[src/hw/rtl/primitive_root_finder_unit_macros.svh]
// Assertion macros for the primitive root finder
`ifndef PRIMITIVE_ROOT_FINDER_UNIT_MACROS_SVH
`define PRIMITIVE_ROOT_FINDER_UNIT_MACROS_SVH
`ifndef SYNTHESIS
`define PRF_ASSERT_IMPL(label, clk, rst, ante, cons) \
  label: assert property (@(posedge clk) disable iff (rst) (ante) |-> (cons)) \
    else $error("assertion failed");
`define PRF_ASSERT_NEXT(label, clk, rst, ante, cons) \
  label: assert property (@(posedge clk) disable iff (rst) (ante) |=> (cons)) \
    else $error("assertion failed");
`else
`define PRF_ASSERT_IMPL(label, clk, rst, ante, cons)
`define PRF_ASSERT_NEXT(label, clk, rst, ante, cons)
`endif
`endif

[src/hw/rtl/prf_pkg.sv]
`default_nettype none
package prf_pkg;
  localparam int WIDTH = 16;
  localparam int MAX_FACTORS = 6;
  localparam int FIDX_W = $clog2(MAX_FACTORS + 1);

  localparam logic [1:0] ST_FOUND = 2'd0;
  localparam logic [1:0] ST_NOT_PRIME = 2'd1;
  localparam logic [1:0] ST_NO_ROOT = 2'd2;

  typedef enum logic [4:0] {
    S_IDLE, S_PCHK, S_PDIV, S_PDIV_W, S_PDIV2, S_PDIV2_W,
    S_FINIT, S_FSQ, S_FDIV, S_FDIV_W, S_FADD,
    S_RNEXT, S_ESTART, S_EDIV, S_EDIV_W, S_EMUL, S_EMUL_W, S_ECHK,
    S_OUT
  } state_t;

  // datapath commands
  typedef struct packed {
    logic load;        // capture modulus
    logic div_start;   // start divider
    logic [2:0] div_sel;
    logic [3:0] op;    // datapath step
  } cmd_t;

  typedef struct packed {
    logic div_busy;
    logic small_n;     // n <= 3
    logic n_le1;
    logic rem_zero;
    logic sq_gt;       // trial^2 > value
    logic ex_zero;
    logic acc_one;
    logic r_over;      // r > phi
    logic f_last;      // factor index == count
    logic p_mod_zero;
    logic trial2;      // trial is 2 (prime and factor phases)
    logic ebit;
  } sts_t;

  // datapath ops
  localparam logic [3:0] OP_NONE = 4'd0;
  localparam logic [3:0] OP_PINIT = 4'd1;
  localparam logic [3:0] OP_PSTEP = 4'd2;
  localparam logic [3:0] OP_FINIT = 4'd3;
  localparam logic [3:0] OP_FDIVOK = 4'd4;
  localparam logic [3:0] OP_FNEXT = 4'd5;
  localparam logic [3:0] OP_FLAST = 4'd6;
  localparam logic [3:0] OP_RINIT = 4'd7;
  localparam logic [3:0] OP_RNEXT = 4'd8;
  localparam logic [3:0] OP_EINIT = 4'd9;
  localparam logic [3:0] OP_EACC = 4'd10;
  localparam logic [3:0] OP_EBASE = 4'd11;
  localparam logic [3:0] OP_FIDX = 4'd12;
  localparam logic [3:0] OP_PMARK = 4'd13;
  localparam logic [3:0] OP_ERED = 4'd14;

  // divider operand selects
  localparam logic [2:0] DS_N_T = 3'd0;
  localparam logic [2:0] DS_N_T2 = 3'd1;
  localparam logic [2:0] DS_V_T = 3'd2;
  localparam logic [2:0] DS_PHI_Q = 3'd3;
  localparam logic [2:0] DS_PROD = 3'd4;
endpackage
`default_nettype wire

[src/hw/rtl/prf_divider.sv]
`default_nettype none
// Restoring divider, one quotient bit per cycle, dividend 2*WIDTH bits
module prf_divider (
  input  wire logic clk,
  input  wire logic rst,
  input  wire logic start,
  input  wire logic [2*prf_pkg::WIDTH-1:0] dividend,
  input  wire logic [prf_pkg::WIDTH-1:0] divisor,
  output logic busy,
  output logic [2*prf_pkg::WIDTH-1:0] quotient,
  output logic [prf_pkg::WIDTH-1:0] remainder
);
  localparam int W = prf_pkg::WIDTH;
  localparam int CW = $clog2(2 * W + 1);
  logic [CW-1:0] cnt;
  logic [W:0] rem;
  logic [2*W-1:0] q;
  logic [W-1:0] d;
  logic [W:0] shifted;
  logic [W:0] diff;

  always_comb begin
    shifted = {rem[W-1:0], q[2*W-1]};
    diff = shifted - {1'b0, d};
  end

  always_ff @(posedge clk) begin
    if (rst) begin
      cnt <= '0;
    end else if (start) begin
      cnt <= CW'(2 * W);
      rem <= '0;
      q <= dividend;
      d <= divisor;
    end else if (cnt != '0) begin
      cnt <= cnt - CW'(1);
      if (!diff[W]) begin
        rem <= diff;
        q <= {q[2*W-2:0], 1'b1};
      end else begin
        rem <= shifted;
        q <= {q[2*W-2:0], 1'b0};
      end
    end
  end

  assign busy = (cnt != '0);
  assign quotient = q;
  assign remainder = rem[W-1:0];
endmodule
`default_nettype wire

[src/hw/rtl/prf_datapath.sv]
`default_nettype none
// Registers, multiplier and divider for the root search
module prf_datapath (
  input  wire logic clk,
  input  wire logic rst,
  input  wire prf_pkg::cmd_t cmd,
  input  wire logic [prf_pkg::WIDTH-1:0] modulus_in,
  output prf_pkg::sts_t sts,
  output logic [prf_pkg::WIDTH-1:0] r_out
);
  localparam int W = prf_pkg::WIDTH;
  localparam int FW = prf_pkg::FIDX_W;
  localparam int MF = prf_pkg::MAX_FACTORS;

  logic [W-1:0] n, phi, v, r, base, acc;
  logic [W:0] trial;             // trial divisor, may exceed W bits
  logic [W-1:0] ex;
  logic [W-1:0] flist [MF];
  logic [FW-1:0] fcnt, fidx;
  logic p_zero;                  // mod of trial found zero
  logic [2*W-1:0] prod;
  logic ex_mul_acc;              // pending reduction belongs to acc

  logic div_busy;
  logic [2*W-1:0] div_dvd, div_q;
  logic [W-1:0] div_dsr, div_rem;

  logic [2*W+1:0] tsq;
  logic dup;
  logic [W:0] trial2;

  function automatic logic dup_v(input logic [W-1:0] x);
    logic f;
    f = 1'b0;
    for (int k = 0; k < MF; k++) begin
      if (FW'(k) < fcnt && flist[k] == x) f = 1'b1;
    end
    return f;
  endfunction

  always_comb begin
    trial2 = trial + (W+1)'(2);
    div_dvd = {{W{1'b0}}, n};
    div_dsr = trial[W-1:0];
    case (cmd.div_sel)
      prf_pkg::DS_N_T2: div_dsr = trial2[W-1:0];
      prf_pkg::DS_V_T: div_dvd = {{W{1'b0}}, v};
      prf_pkg::DS_PHI_Q: begin
        div_dvd = {{W{1'b0}}, phi};
        div_dsr = flist[fidx[$clog2(MF > 1 ? MF : 2)-1:0]];
      end
      prf_pkg::DS_PROD: begin
        div_dvd = prod;
        div_dsr = n;
      end
      default: ;
    endcase
  end

  prf_divider u_div (
    .clk(clk), .rst(rst), .start(cmd.div_start),
    .dividend(div_dvd), .divisor(div_dsr),
    .busy(div_busy), .quotient(div_q), .remainder(div_rem)
  );

  always_comb begin
    tsq = trial * trial;
    dup = 1'b0;
    for (int k = 0; k < MF; k++) begin
      if (FW'(k) < fcnt && flist[k] == trial[W-1:0]) dup = 1'b1;
    end
  end

  always_ff @(posedge clk) begin
    if (cmd.load) n <= modulus_in;
    case (cmd.op)
      prf_pkg::OP_PINIT: begin
        trial <= (W+1)'(2);
        p_zero <= 1'b0;
      end
      prf_pkg::OP_PMARK: if (div_rem == '0) p_zero <= 1'b1;
      prf_pkg::OP_PSTEP: trial <= (trial == (W+1)'(2)) ? (W+1)'(3) :
                                  (trial == (W+1)'(3)) ? (W+1)'(5) : trial + (W+1)'(6);
      prf_pkg::OP_FINIT: begin
        phi <= n - W'(1);
        v <= n - W'(1);
        trial <= (W+1)'(2);
        fcnt <= '0;
      end
      prf_pkg::OP_FDIVOK: begin
        if (!dup && fcnt < FW'(MF)) begin
          flist[fcnt[$clog2(MF > 1 ? MF : 2)-1:0]] <= trial[W-1:0];
          fcnt <= fcnt + FW'(1);
        end
        v <= div_q[W-1:0];
      end
      prf_pkg::OP_FNEXT: trial <= (trial == (W+1)'(2)) ? (W+1)'(3) : trial2;
      prf_pkg::OP_FLAST: begin
        trial <= {1'b0, v};
        if (v > W'(2) && !(dup_v(v)) && fcnt < FW'(MF)) begin
          flist[fcnt[$clog2(MF > 1 ? MF : 2)-1:0]] <= v;
          fcnt <= fcnt + FW'(1);
        end
      end
      prf_pkg::OP_RINIT: r <= W'(2);
      prf_pkg::OP_RNEXT: r <= r + W'(1);
      prf_pkg::OP_FIDX: fidx <= '0;
      prf_pkg::OP_EINIT: begin
        ex <= div_q[W-1:0];
        base <= r;
        acc <= W'(1);
        fidx <= fidx + FW'(1);
      end
      // registered multiplier feeding the reducing divider
      prf_pkg::OP_EACC: begin
        prod <= acc * base;
        ex_mul_acc <= 1'b1;
      end
      prf_pkg::OP_EBASE: begin
        prod <= base * base;
        ex_mul_acc <= 1'b0;
      end
      // reduced product lands in acc (bit consumed) or base (shift exponent)
      prf_pkg::OP_ERED: begin
        if (ex_mul_acc) begin
          acc <= div_rem;
          ex <= {ex[W-1:1], 1'b0};
        end else begin
          base <= div_rem;
          ex <= ex >> 1;
        end
      end
      default: ;
    endcase
    if (rst) begin
      fcnt <= '0;
      fidx <= '0;
    end
  end

  always_comb begin
    sts.div_busy = div_busy;
    sts.small_n = (n <= W'(3));
    sts.n_le1 = (n <= W'(1));
    sts.rem_zero = (div_rem == '0);
    sts.sq_gt = (tsq > {{(W+2){1'b0}}, (cmd.div_sel == prf_pkg::DS_V_T) ? v : n});
    sts.ex_zero = (ex == '0);
    sts.acc_one = (acc == W'(1));
    sts.r_over = (r > phi);
    sts.f_last = (fidx == fcnt);
    sts.p_mod_zero = p_zero;
    sts.trial2 = (trial == (W+1)'(2));
    sts.ebit = ex[0];
  end

  assign r_out = r;
endmodule
`default_nettype wire

[src/hw/rtl/prf_ctrl.sv]
`default_nettype none
// Sequencer for primality test, factoring and root search
module prf_ctrl (
  input  wire logic clk,
  input  wire logic rst,
  input  wire logic in_fire,
  input  wire logic out_free,
  input  wire prf_pkg::sts_t sts,
  output prf_pkg::cmd_t cmd,
  output logic idle,
  output logic done_pulse,
  output logic [1:0] status_code
);
  prf_pkg::state_t state, state_next;
  logic [1:0] code, code_next;

  always_ff @(posedge clk) begin
    if (rst) begin
      state <= prf_pkg::S_IDLE;
      code <= prf_pkg::ST_FOUND;
    end else begin
      state <= state_next;
      code <= code_next;
    end
  end

  always_comb begin
    state_next = state;
    code_next = code;
    cmd = '0;
    done_pulse = 1'b0;
    case (state)
      prf_pkg::S_IDLE: if (in_fire) begin
        cmd.load = 1'b1;
        state_next = prf_pkg::S_PCHK;
      end
      prf_pkg::S_PCHK: begin
        cmd.op = prf_pkg::OP_PINIT;
        if (sts.n_le1) begin
          code_next = prf_pkg::ST_NOT_PRIME;
          state_next = prf_pkg::S_OUT;
        end else if (sts.small_n) state_next = prf_pkg::S_FINIT;
        else state_next = prf_pkg::S_PDIV;
      end
      // trial 2, 3, then 5,11,... with t+2 partner
      prf_pkg::S_PDIV: begin
        cmd.div_sel = prf_pkg::DS_N_T;
        if (sts.p_mod_zero) begin
          code_next = prf_pkg::ST_NOT_PRIME;
          state_next = prf_pkg::S_OUT;
        end else if (!sts.trial2 && sts.sq_gt) state_next = prf_pkg::S_FINIT;
        else begin
          cmd.div_start = 1'b1;
          state_next = prf_pkg::S_PDIV_W;
        end
      end
      prf_pkg::S_PDIV_W: begin
        cmd.div_sel = prf_pkg::DS_N_T;
        if (!sts.div_busy) begin
          cmd.op = prf_pkg::OP_PMARK;
          state_next = prf_pkg::S_PDIV2;
        end
      end
      prf_pkg::S_PDIV2: begin
        cmd.div_sel = prf_pkg::DS_N_T2;
        if (sts.p_mod_zero || sts.trial2) begin
          cmd.op = prf_pkg::OP_PSTEP;
          state_next = prf_pkg::S_PDIV;
        end else begin
          cmd.div_start = 1'b1;
          state_next = prf_pkg::S_PDIV2_W;
        end
      end
      prf_pkg::S_PDIV2_W: begin
        cmd.div_sel = prf_pkg::DS_N_T2;
        if (!sts.div_busy) begin
          cmd.op = prf_pkg::OP_PMARK;
          state_next = prf_pkg::S_FSQ;
        end
      end
      prf_pkg::S_FSQ: begin
        // both t and t+2 tested; move to the next trial pair
        cmd.op = prf_pkg::OP_PSTEP;
        state_next = prf_pkg::S_PDIV;
      end
      prf_pkg::S_FINIT: begin
        cmd.op = prf_pkg::OP_FINIT;
        state_next = prf_pkg::S_FDIV;
      end
      prf_pkg::S_FDIV: begin
        cmd.div_sel = prf_pkg::DS_V_T;
        if (!sts.trial2 && sts.sq_gt) begin
          cmd.op = prf_pkg::OP_FLAST;
          state_next = prf_pkg::S_FADD;
        end else begin
          cmd.div_start = 1'b1;
          state_next = prf_pkg::S_FDIV_W;
        end
      end
      prf_pkg::S_FDIV_W: begin
        cmd.div_sel = prf_pkg::DS_V_T;
        if (!sts.div_busy) begin
          if (sts.rem_zero) begin
            cmd.op = prf_pkg::OP_FDIVOK;
            state_next = prf_pkg::S_FDIV;
          end else begin
            cmd.op = prf_pkg::OP_FNEXT;
            state_next = prf_pkg::S_FDIV;
          end
        end
      end
      prf_pkg::S_FADD: begin
        cmd.op = prf_pkg::OP_RINIT;
        state_next = prf_pkg::S_RNEXT;
      end
      prf_pkg::S_RNEXT: begin
        if (sts.r_over) begin
          code_next = prf_pkg::ST_NO_ROOT;
          state_next = prf_pkg::S_OUT;
        end else begin
          cmd.op = prf_pkg::OP_FIDX;
          state_next = prf_pkg::S_ESTART;
        end
      end
      prf_pkg::S_ESTART: begin
        cmd.div_sel = prf_pkg::DS_PHI_Q;
        if (sts.f_last) begin
          code_next = prf_pkg::ST_FOUND;
          state_next = prf_pkg::S_OUT;
        end else begin
          cmd.div_start = 1'b1;
          state_next = prf_pkg::S_EDIV;
        end
      end
      prf_pkg::S_EDIV: begin
        cmd.div_sel = prf_pkg::DS_PHI_Q;
        if (!sts.div_busy) begin
          cmd.op = prf_pkg::OP_EINIT;
          state_next = prf_pkg::S_EMUL;
        end
      end
      // square and multiply: multiply, then reduce in divider
      prf_pkg::S_EMUL: begin
        if (sts.ex_zero) state_next = prf_pkg::S_ECHK;
        else begin
          cmd.op = sts.ebit ? prf_pkg::OP_EACC : prf_pkg::OP_EBASE;
          state_next = prf_pkg::S_EDIV_W;
        end
      end
      prf_pkg::S_EDIV_W: begin
        cmd.div_sel = prf_pkg::DS_PROD;
        cmd.div_start = 1'b1;
        state_next = prf_pkg::S_EMUL_W;
      end
      prf_pkg::S_EMUL_W: begin
        cmd.div_sel = prf_pkg::DS_PROD;
        if (!sts.div_busy) begin
          // write the reduced product back
          cmd.op = prf_pkg::OP_ERED;
          state_next = prf_pkg::S_EMUL;
        end
      end
      prf_pkg::S_ECHK: begin
        if (sts.acc_one) begin
          cmd.op = prf_pkg::OP_RNEXT;
          state_next = prf_pkg::S_RNEXT;
        end else state_next = prf_pkg::S_ESTART;
      end
      prf_pkg::S_OUT: if (out_free) begin
        done_pulse = 1'b1;
        state_next = prf_pkg::S_IDLE;
      end
      default: state_next = prf_pkg::S_IDLE;
    endcase
  end

  assign idle = (state == prf_pkg::S_IDLE);
  assign status_code = code;
endmodule
`default_nettype wire

[src/hw/rtl/primitive_root_finder_unit.sv]
`default_nettype none
// Primitive root finder.
// Input channel: modulus with valid/ready; one transaction per search.
// Output channel: root and status with valid/ready; exactly one result
// transaction per input transaction. Status 0 found, 1 not prime, 2 no root.
// One modulus is processed at a time. Latency depends on the value:
// every trial division and every modular reduction runs through a single
// restoring divider, so the prime test runs two divisions per 6k step,
// factoring one per trial divisor plus one more per factor found, and each
// exponentiation one reduction per clear exponent bit and two per set bit.
// The result sits in an output register; the next modulus is taken as
// soon as the controller returns idle, which happens when the result is
// loaded there. A stalled receiver holds the output register, and once
// the next result is ready it holds the controller as well.
// Synchronous active-high reset returns the controller to idle and
// drops the output valid.
`include "primitive_root_finder_unit_macros.svh"
module primitive_root_finder_unit (
  input  wire logic clk,
  input  wire logic rst,
  input  wire logic in_valid,
  output logic in_ready,
  input  wire logic [15:0] modulus,
  output logic out_valid,
  input  wire logic out_ready,
  output logic [15:0] root,
  output logic [1:0] status
);
  prf_pkg::cmd_t cmd;
  prf_pkg::sts_t sts;
  logic idle, done_pulse, in_fire, out_free;
  logic [1:0] code;
  logic [prf_pkg::WIDTH-1:0] r_val;

  assign in_ready = idle;
  assign in_fire = in_valid && in_ready;
  assign out_free = !out_valid || out_ready;

  prf_ctrl u_ctrl (
    .clk(clk), .rst(rst), .in_fire(in_fire), .out_free(out_free), .sts(sts),
    .cmd(cmd), .idle(idle), .done_pulse(done_pulse), .status_code(code)
  );

  prf_datapath u_dp (
    .clk(clk), .rst(rst), .cmd(cmd),
    .modulus_in(modulus), .sts(sts), .r_out(r_val)
  );

  // output register
  always_ff @(posedge clk) begin
    if (rst) begin
      out_valid <= 1'b0;
    end else if (done_pulse) begin
      out_valid <= 1'b1;
    end else if (out_ready) begin
      out_valid <= 1'b0;
    end
    if (done_pulse) begin
      status <= code;
      root <= (code == prf_pkg::ST_FOUND) ? 16'(r_val) : 16'd0;
    end
  end

  `PRF_ASSERT_NEXT(a_no_accept_busy, clk, rst, in_fire, !in_ready)
  `PRF_ASSERT_NEXT(a_done_valid, clk, rst, done_pulse, out_valid)
  `PRF_ASSERT_IMPL(a_status_range, clk, rst, out_valid, status != 2'd3)
endmodule
`default_nettype wire

[config.mk]
export PLATFORM = sky130hd
export DESIGN_NAME = primitive_root_finder_unit
export DESIGN_NICKNAME = d
export VERILOG_FILES = /design/src/hw/rtl/prf_pkg.sv /design/src/hw/rtl/prf_divider.sv /design/src/hw/rtl/prf_datapath.sv /design/src/hw/rtl/prf_ctrl.sv /design/src/hw/rtl/primitive_root_finder_unit.sv
export VERILOG_INCLUDE_DIRS = /design/src /design/src/hw/rtl
export SDC_FILE = /design/constraint.sdc
export NUM_CORES = 2
export LEC_CHECK = 0
export CELL_PAD_IN_SITES_DETAIL_PLACEMENT = 2
export CELL_PAD_IN_SITES_GLOBAL_PLACEMENT = 2
export CORE_MARGIN = 2
export CORE_UTILIZATION = 45
export CTS_BUF_LIST = sky130_fd_sc_hd__clkbuf_4
export CTS_CLUSTER_SIZE = 28
export DETAILED_ROUTE_END_ITERATION = 10
export DONT_BUFFER_PORTS = 1
export GPL_ROUTABILITY_DRIVEN = 0
export HOLD_SLACK_MARGIN = 0.02
export PLACE_DENSITY = 0.89
export SYNTH_ARGS = -nofsm -noshare
export SYNTH_HDL_FRONTEND = slang
export SYNTH_SLANG_ARGS = --single-unit
[constraint.sdc]
create_clock -name clk -period 10.7 [get_ports clk]
set_input_delay 1.07 -clock clk [delete_from_list [all_inputs] [get_ports clk]]
set_output_delay 1.07 -clock clk [all_outputs]
set_load 0.005 [all_outputs]
==> results of run 1 <==
[cell families after synthesis]
logic type	after synthesis	share of synthesized area [%]
AO/OA/AOI/OAI	558	8.06
XOR/XNOR	303	5.78
adder cells (fa/ha/maj)	919	34.0
buffers and inverters	1070	8.85
flip-flops	396	25.4
multiplexers	147	4.25
other	1	0.00816
AND/OR/NAND/NOR	1302	13.7
[cell usage after synthesis (15+ instances only)]
cell / n / share of area [%]
sky130_fd_sc_hd__a211oi_1: 20 / 0.33
sky130_fd_sc_hd__a21o_1: 66 / 1.1
sky130_fd_sc_hd__a21oi_1: 159 / 1.7
sky130_fd_sc_hd__a222oi_1: 20 / 0.44
sky130_fd_sc_hd__a22oi_1: 15 / 0.25
sky130_fd_sc_hd__a31oi_1: 16 / 0.22
sky130_fd_sc_hd__and2_1: 197 / 2.7
sky130_fd_sc_hd__and3_1: 39 / 0.53
sky130_fd_sc_hd__buf_1: 18 / 0.15
sky130_fd_sc_hd__clkbuf_1: 186 / 1.5
sky130_fd_sc_hd__dfxtp_1: 23 / 1.0
sky130_fd_sc_hd__edfxtp_1: 373 / 24
sky130_fd_sc_hd__fa_1: 549 / 24
sky130_fd_sc_hd__ha_1: 370 / 10
sky130_fd_sc_hd__inv_1: 848 / 6.9
sky130_fd_sc_hd__mux2_2: 66 / 1.6
sky130_fd_sc_hd__mux2i_1: 49 / 1.1
sky130_fd_sc_hd__mux4_2: 32 / 1.6
sky130_fd_sc_hd__nand2_1: 500 / 4.1
sky130_fd_sc_hd__nand2b_1: 26 / 0.35
sky130_fd_sc_hd__nand3_1: 67 / 0.73
sky130_fd_sc_hd__nand3b_1: 22 / 0.36
sky130_fd_sc_hd__nand4_1: 41 / 0.56
sky130_fd_sc_hd__nor2_1: 221 / 1.8
sky130_fd_sc_hd__nor2b_1: 18 / 0.25
sky130_fd_sc_hd__nor3_1: 64 / 0.70
sky130_fd_sc_hd__nor4_1: 50 / 0.68
sky130_fd_sc_hd__o21a_1: 25 / 0.41
sky130_fd_sc_hd__o21ai_0: 106 / 1.2
sky130_fd_sc_hd__or2_2: 15 / 0.20
sky130_fd_sc_hd__xnor2_1: 177 / 3.4
sky130_fd_sc_hd__xor2_1: 126 / 2.4
[metal layers]
| layer | global-route usage [%] | overflow |
|---|---|---|
| met4 | 59.7 | 6 |
| met3 | 25.5 | 0 |
| met2 | 78.1 | 3 |
| met5 | 3.66 | 0 |
| met1 | 50.7 | 0 |
[timing repair]
item                       in CTS
setup endpoints to repair      90
gates resized for setup         5
hold endpoints to repair        0
hold buffers                    0
buffers inserted                1
[through the flow]
step	std cells	utilization (%)	area (µm²)	worst slack, ns
after floorplan	4727	-	46100	0.995
after global placement	5944	46.8	47500	1.19
after detailed placement	5944	46.8	47500	0.613
after CTS	6138	48.2	49000	0.0410
==> run summary, run 1 <==
Outcome - stopped before the end
Last stage the flow got to - 5_1_grt
Error that ended the run - [ERROR GRT-0116] Global routing finished with congestion. Check the congestion regions in the DRC Viewer.
Number of clock buffers inserted by TritonCTS - 110
Largest net degree at the start of global routing - 52
Post-synthesis sequential element count - 396
Number of global-route vias before repair - 52800
Proportion of register bits with asynchronous set or reset after synthesis - 0%
Starting density of the core - 45.2%
Average footprint of a synthesized cell - 9.79 µm²
Number of clock sinks seen by CTS - 396
Predominant post-synthesis flop cell - sky130_fd_sc_hd__edfxtp_1
Synth cell types - 92
Post-Syn Instances - 4696
Width of the die - 324 µm
Clock root buffer - sky130_fd_sc_hd__clkbuf_4
Row count - 117
Count of boundary I/O pins - 40
Mapped cell area - 46000 µm²
Global-route wire length before repair - 392000 µm
Overall overflow remaining after global route - 9
Clock Tree Buf Depth - 3
Detailed placement HPWL - 154000 µm
Proportion of synthesized chip area in sequential cells - 25.4%
Chip height - 324 µm
Number of levels the H-tree was split into - 3
Port bufs - 0
Total Routing Usage GR - 52.8%
EDFF count, synth - 373
Ys Warns - 0
==> run 2, diff against run 1 <==
--- a/config.mk
+++ b/config.mk
@@ -6,17 +6,12 @@
 export SDC_FILE = /design/constraint.sdc
 export NUM_CORES = 2
 export LEC_CHECK = 0
-export CELL_PAD_IN_SITES_DETAIL_PLACEMENT = 2
-export CELL_PAD_IN_SITES_GLOBAL_PLACEMENT = 2
 export CORE_MARGIN = 2
-export CORE_UTILIZATION = 45
-export CTS_BUF_LIST = sky130_fd_sc_hd__clkbuf_4
-export CTS_CLUSTER_SIZE = 28
+export CORE_UTILIZATION = 40
 export DETAILED_ROUTE_END_ITERATION = 10
 export DONT_BUFFER_PORTS = 1
 export GPL_ROUTABILITY_DRIVEN = 0
-export HOLD_SLACK_MARGIN = 0.02
-export PLACE_DENSITY = 0.89
+export PLACE_DENSITY_LB_ADDON = 0.15
 export SYNTH_ARGS = -nofsm -noshare
 export SYNTH_HDL_FRONTEND = slang
 export SYNTH_SLANG_ARGS = --single-unit
==> run 2 against run 1 <==
  * The flow now finishes without violations
  * Synthesized cell count is the same
  * Synthesized area unchanged
==> run summary, run 2 <==
Outcome - finished, final reports clean
Full die area - 118000 µm²
Initial antenna violation count - 2
Tightest Hold Check Type - reg -> reg
Placed Cells - 6095
Highest-count cells in the layout ignoring fill and taps - sky130_fd_sc_hd__inv_1, sky130_fd_sc_hd__fa_1, sky130_fd_sc_hd__nand2_1
Library cell contributing the largest single delay on the critical path - sky130_fd_sc_hd__edfxtp_1
Average footprint of a synthesized cell - 9.79 µm²
Chip height - 343 µm
Predominant post-synthesis flop cell - sky130_fd_sc_hd__edfxtp_1
Total Routing Usage GR - 23.1%
Critical-path maximum fanout - 31
Ys Warns - 0
Global-route wire length before repair - 209000 µm
Post-Syn Instances - 4696
Top post-synthesis cells by area - sky130_fd_sc_hd__edfxtp_1, sky130_fd_sc_hd__fa_1, sky130_fd_sc_hd__ha_1
Most repeated cell in the gate-level netlist after synthesis - sky130_fd_sc_hd__inv_1
Proportion of layout cells with a drive suffix above 1 - 6.02%
Row count - 124
Final non-filler cell total - 6177
DR DRC count - 0
Largest net degree at the start of global routing - 51
Total of endpoints with negative setup slack in the final report - 0
Area fraction of the dominant cell type after synthesis - 24.4%
Number of flip-flops under the largest register name - 128
Detailed placement HPWL - 102000 µm
CTS hold repair buffers - 0
Number of gates resized after CTS - 0
Worst Hold Slack - 0.520 ns
Min cycle time layout - 9.82 ns
Port bufs - 0
Number of global-route vias before repair - 35000
Leading cell type in the layout, fill and taps excluded - sky130_fd_sc_hd__inv_1
Kind of start point of the critical path - register
Post-synthesis sequential element count - 396
Max Slew Vio Count - 0
Core footprint - 114000 µm²
Tightest slew margin relative to the limit - 16.0%
Commonest cells in the synthesized netlist - sky130_fd_sc_hd__inv_1, sky130_fd_sc_hd__fa_1, sky130_fd_sc_hd__nand2_1
Final setup TNS - 0 ns
Clock input transition at the sequential cells of the worst setup and hold paths - 0.06 ns
Via total after detailed routing - 33300
Later-pin clock latency in the skew report - 0.61 ns
Number of levels the H-tree was split into - 2
Maximum operating frequency - 0.102 GHz
Count of boundary I/O pins - 40
Cell accounting for the most synthesized area - sky130_fd_sc_hd__edfxtp_1
WL final - 133000 µm
Clock root buffer - sky130_fd_sc_hd__clkbuf_16
TritonCTS clock tree - yes
EDFF count, synth - 373
DRT antenna net count - 0
Area delta synth->final - 7.03%
Initial DRC Count - 2321
Post-DR vias/cell - 5.39
Clock Tree Buf Depth - 3
Final Hold Violating Endpoints - 0
Most Frequent Cell on Critical Path - sky130_fd_sc_hd__fa_1
Number of clock buffers inserted by TritonCTS - 44
Required time at the worst-slack endpoint - 11.12 ns
Antenna Cells - 0
Number of buffers added for setup after CTS - 0
Routed len/inst - 21.5 µm
Overall overflow remaining after global route - 0
Proportion of register bits with asynchronous set or reset after synthesis - 0%
Max-cap violation count - 0
Starting density of the core - 40.2%
Width of the die - 343 µm
Tightest Pin Transition - 1.25 ns
Final-stage net count - 5568
Mapped cell area - 46000 µm²
Synth cell types - 92
Proportion of synthesized chip area in sequential cells - 25.4%
Number of clock sinks seen by CTS - 396
Arrival time of the worst setup path - 10.24 ns
Worst-case clock skew - 0.0395 ns
Max incr delay on CP - 0.69 ns
RSZ-0062 raised after global routing - false
Final period utilization - 91.8%
Type of the worst setup path - reg -> reg
Critical path capture point type - register
Number of detailed-routing iterations run before antenna repair - 10
## run 2: cell counts after synthesis
Identical to the previous run, type by type.
## run 2: metal layers
metal  GRT usage, %  part of all wire (%)  vias to the layer above
li1               -                     -                    15200
met1           30.2                    42                    16800
met2           40.1                    49                      971
met3           2.04                   5.1                      259
met4           7.65                   3.6                        0
met5              0                     0                        -
## run 2: layout make-up
| type | count | area (µm²) |
|---|---|---|
| Fill cell | 11200 | 65000 |
| Inverter | 852 | 3200 |
| Clock buffer | 57 | 1160 |
| Multi-Input combinational cell | 3261 | 30500 |
| Timing Repair Buffer | 74 | 556 |
| Clock inverter | 25 | 254 |
| Sequential cell | 396 | 11700 |
| Tap cell | 1512 | 1890 |
## run 2: final timing paths
path                        endpoint  depth (start not counted)         startpoint  slack (ns)
max          u_dp.u_div.quotient[28]                         32      u_dp.trial[2]        0.88
min                u_dp.u_div.cnt[1]                          2  u_dp.u_div.cnt[1]        0.52
max reg2reg  u_dp.u_div.quotient[28]                         32      u_dp.trial[2]        0.88
min reg2reg        u_dp.u_div.cnt[1]                          2  u_dp.u_div.cnt[1]        0.52
## run 2: critical path, delay by kind of cell, from the launching register on
kind | cells | cell delay, ns
simple gates | 10 | 2.08
buf+inv | 7 | 1.28
compound gates | 6 | 1.88
flops | 1 | 0.69
fa+ha+maj | 8 | 3.50
mux | 1 | 0.20
## run 2: stage by stage
| stage | cell area (µm²) | setup slack, ns | util, % |
|---|---|---|---|
| 3_3_place_gp | 47800 | 1.05 | 41.8 |
| 4_1_cts | 49200 | 0.934 | 43.1 |
| 3_5_place_dp | 47800 | 0.965 | 41.8 |
| 2_1_floorplan | 46100 | 0.995 | - |
| 6_report | 49200 | 0.879 | 43.1 |
| 5_1_grt | 49200 | 0.343 | 43.1 |
## run 2: kinds of logic after synthesis
family | Yosys count | synth area share [%]
and+or+nand+nor | 1302 | 13.7
buffers and inverters | 1070 | 8.85
other | 1 | 0.00816
AOI/OAI and AO/OA | 558 | 8.06
DFF | 396 | 25.4
xor gates and xnor gates | 303 | 5.78
muxes | 147 | 4.25
adders and majority gates | 919 | 34.0
Power of run 2 is left out: the tool's default activity adds up to more than one toggle a clock period on the data nets, which glitch-free logic cannot reach.
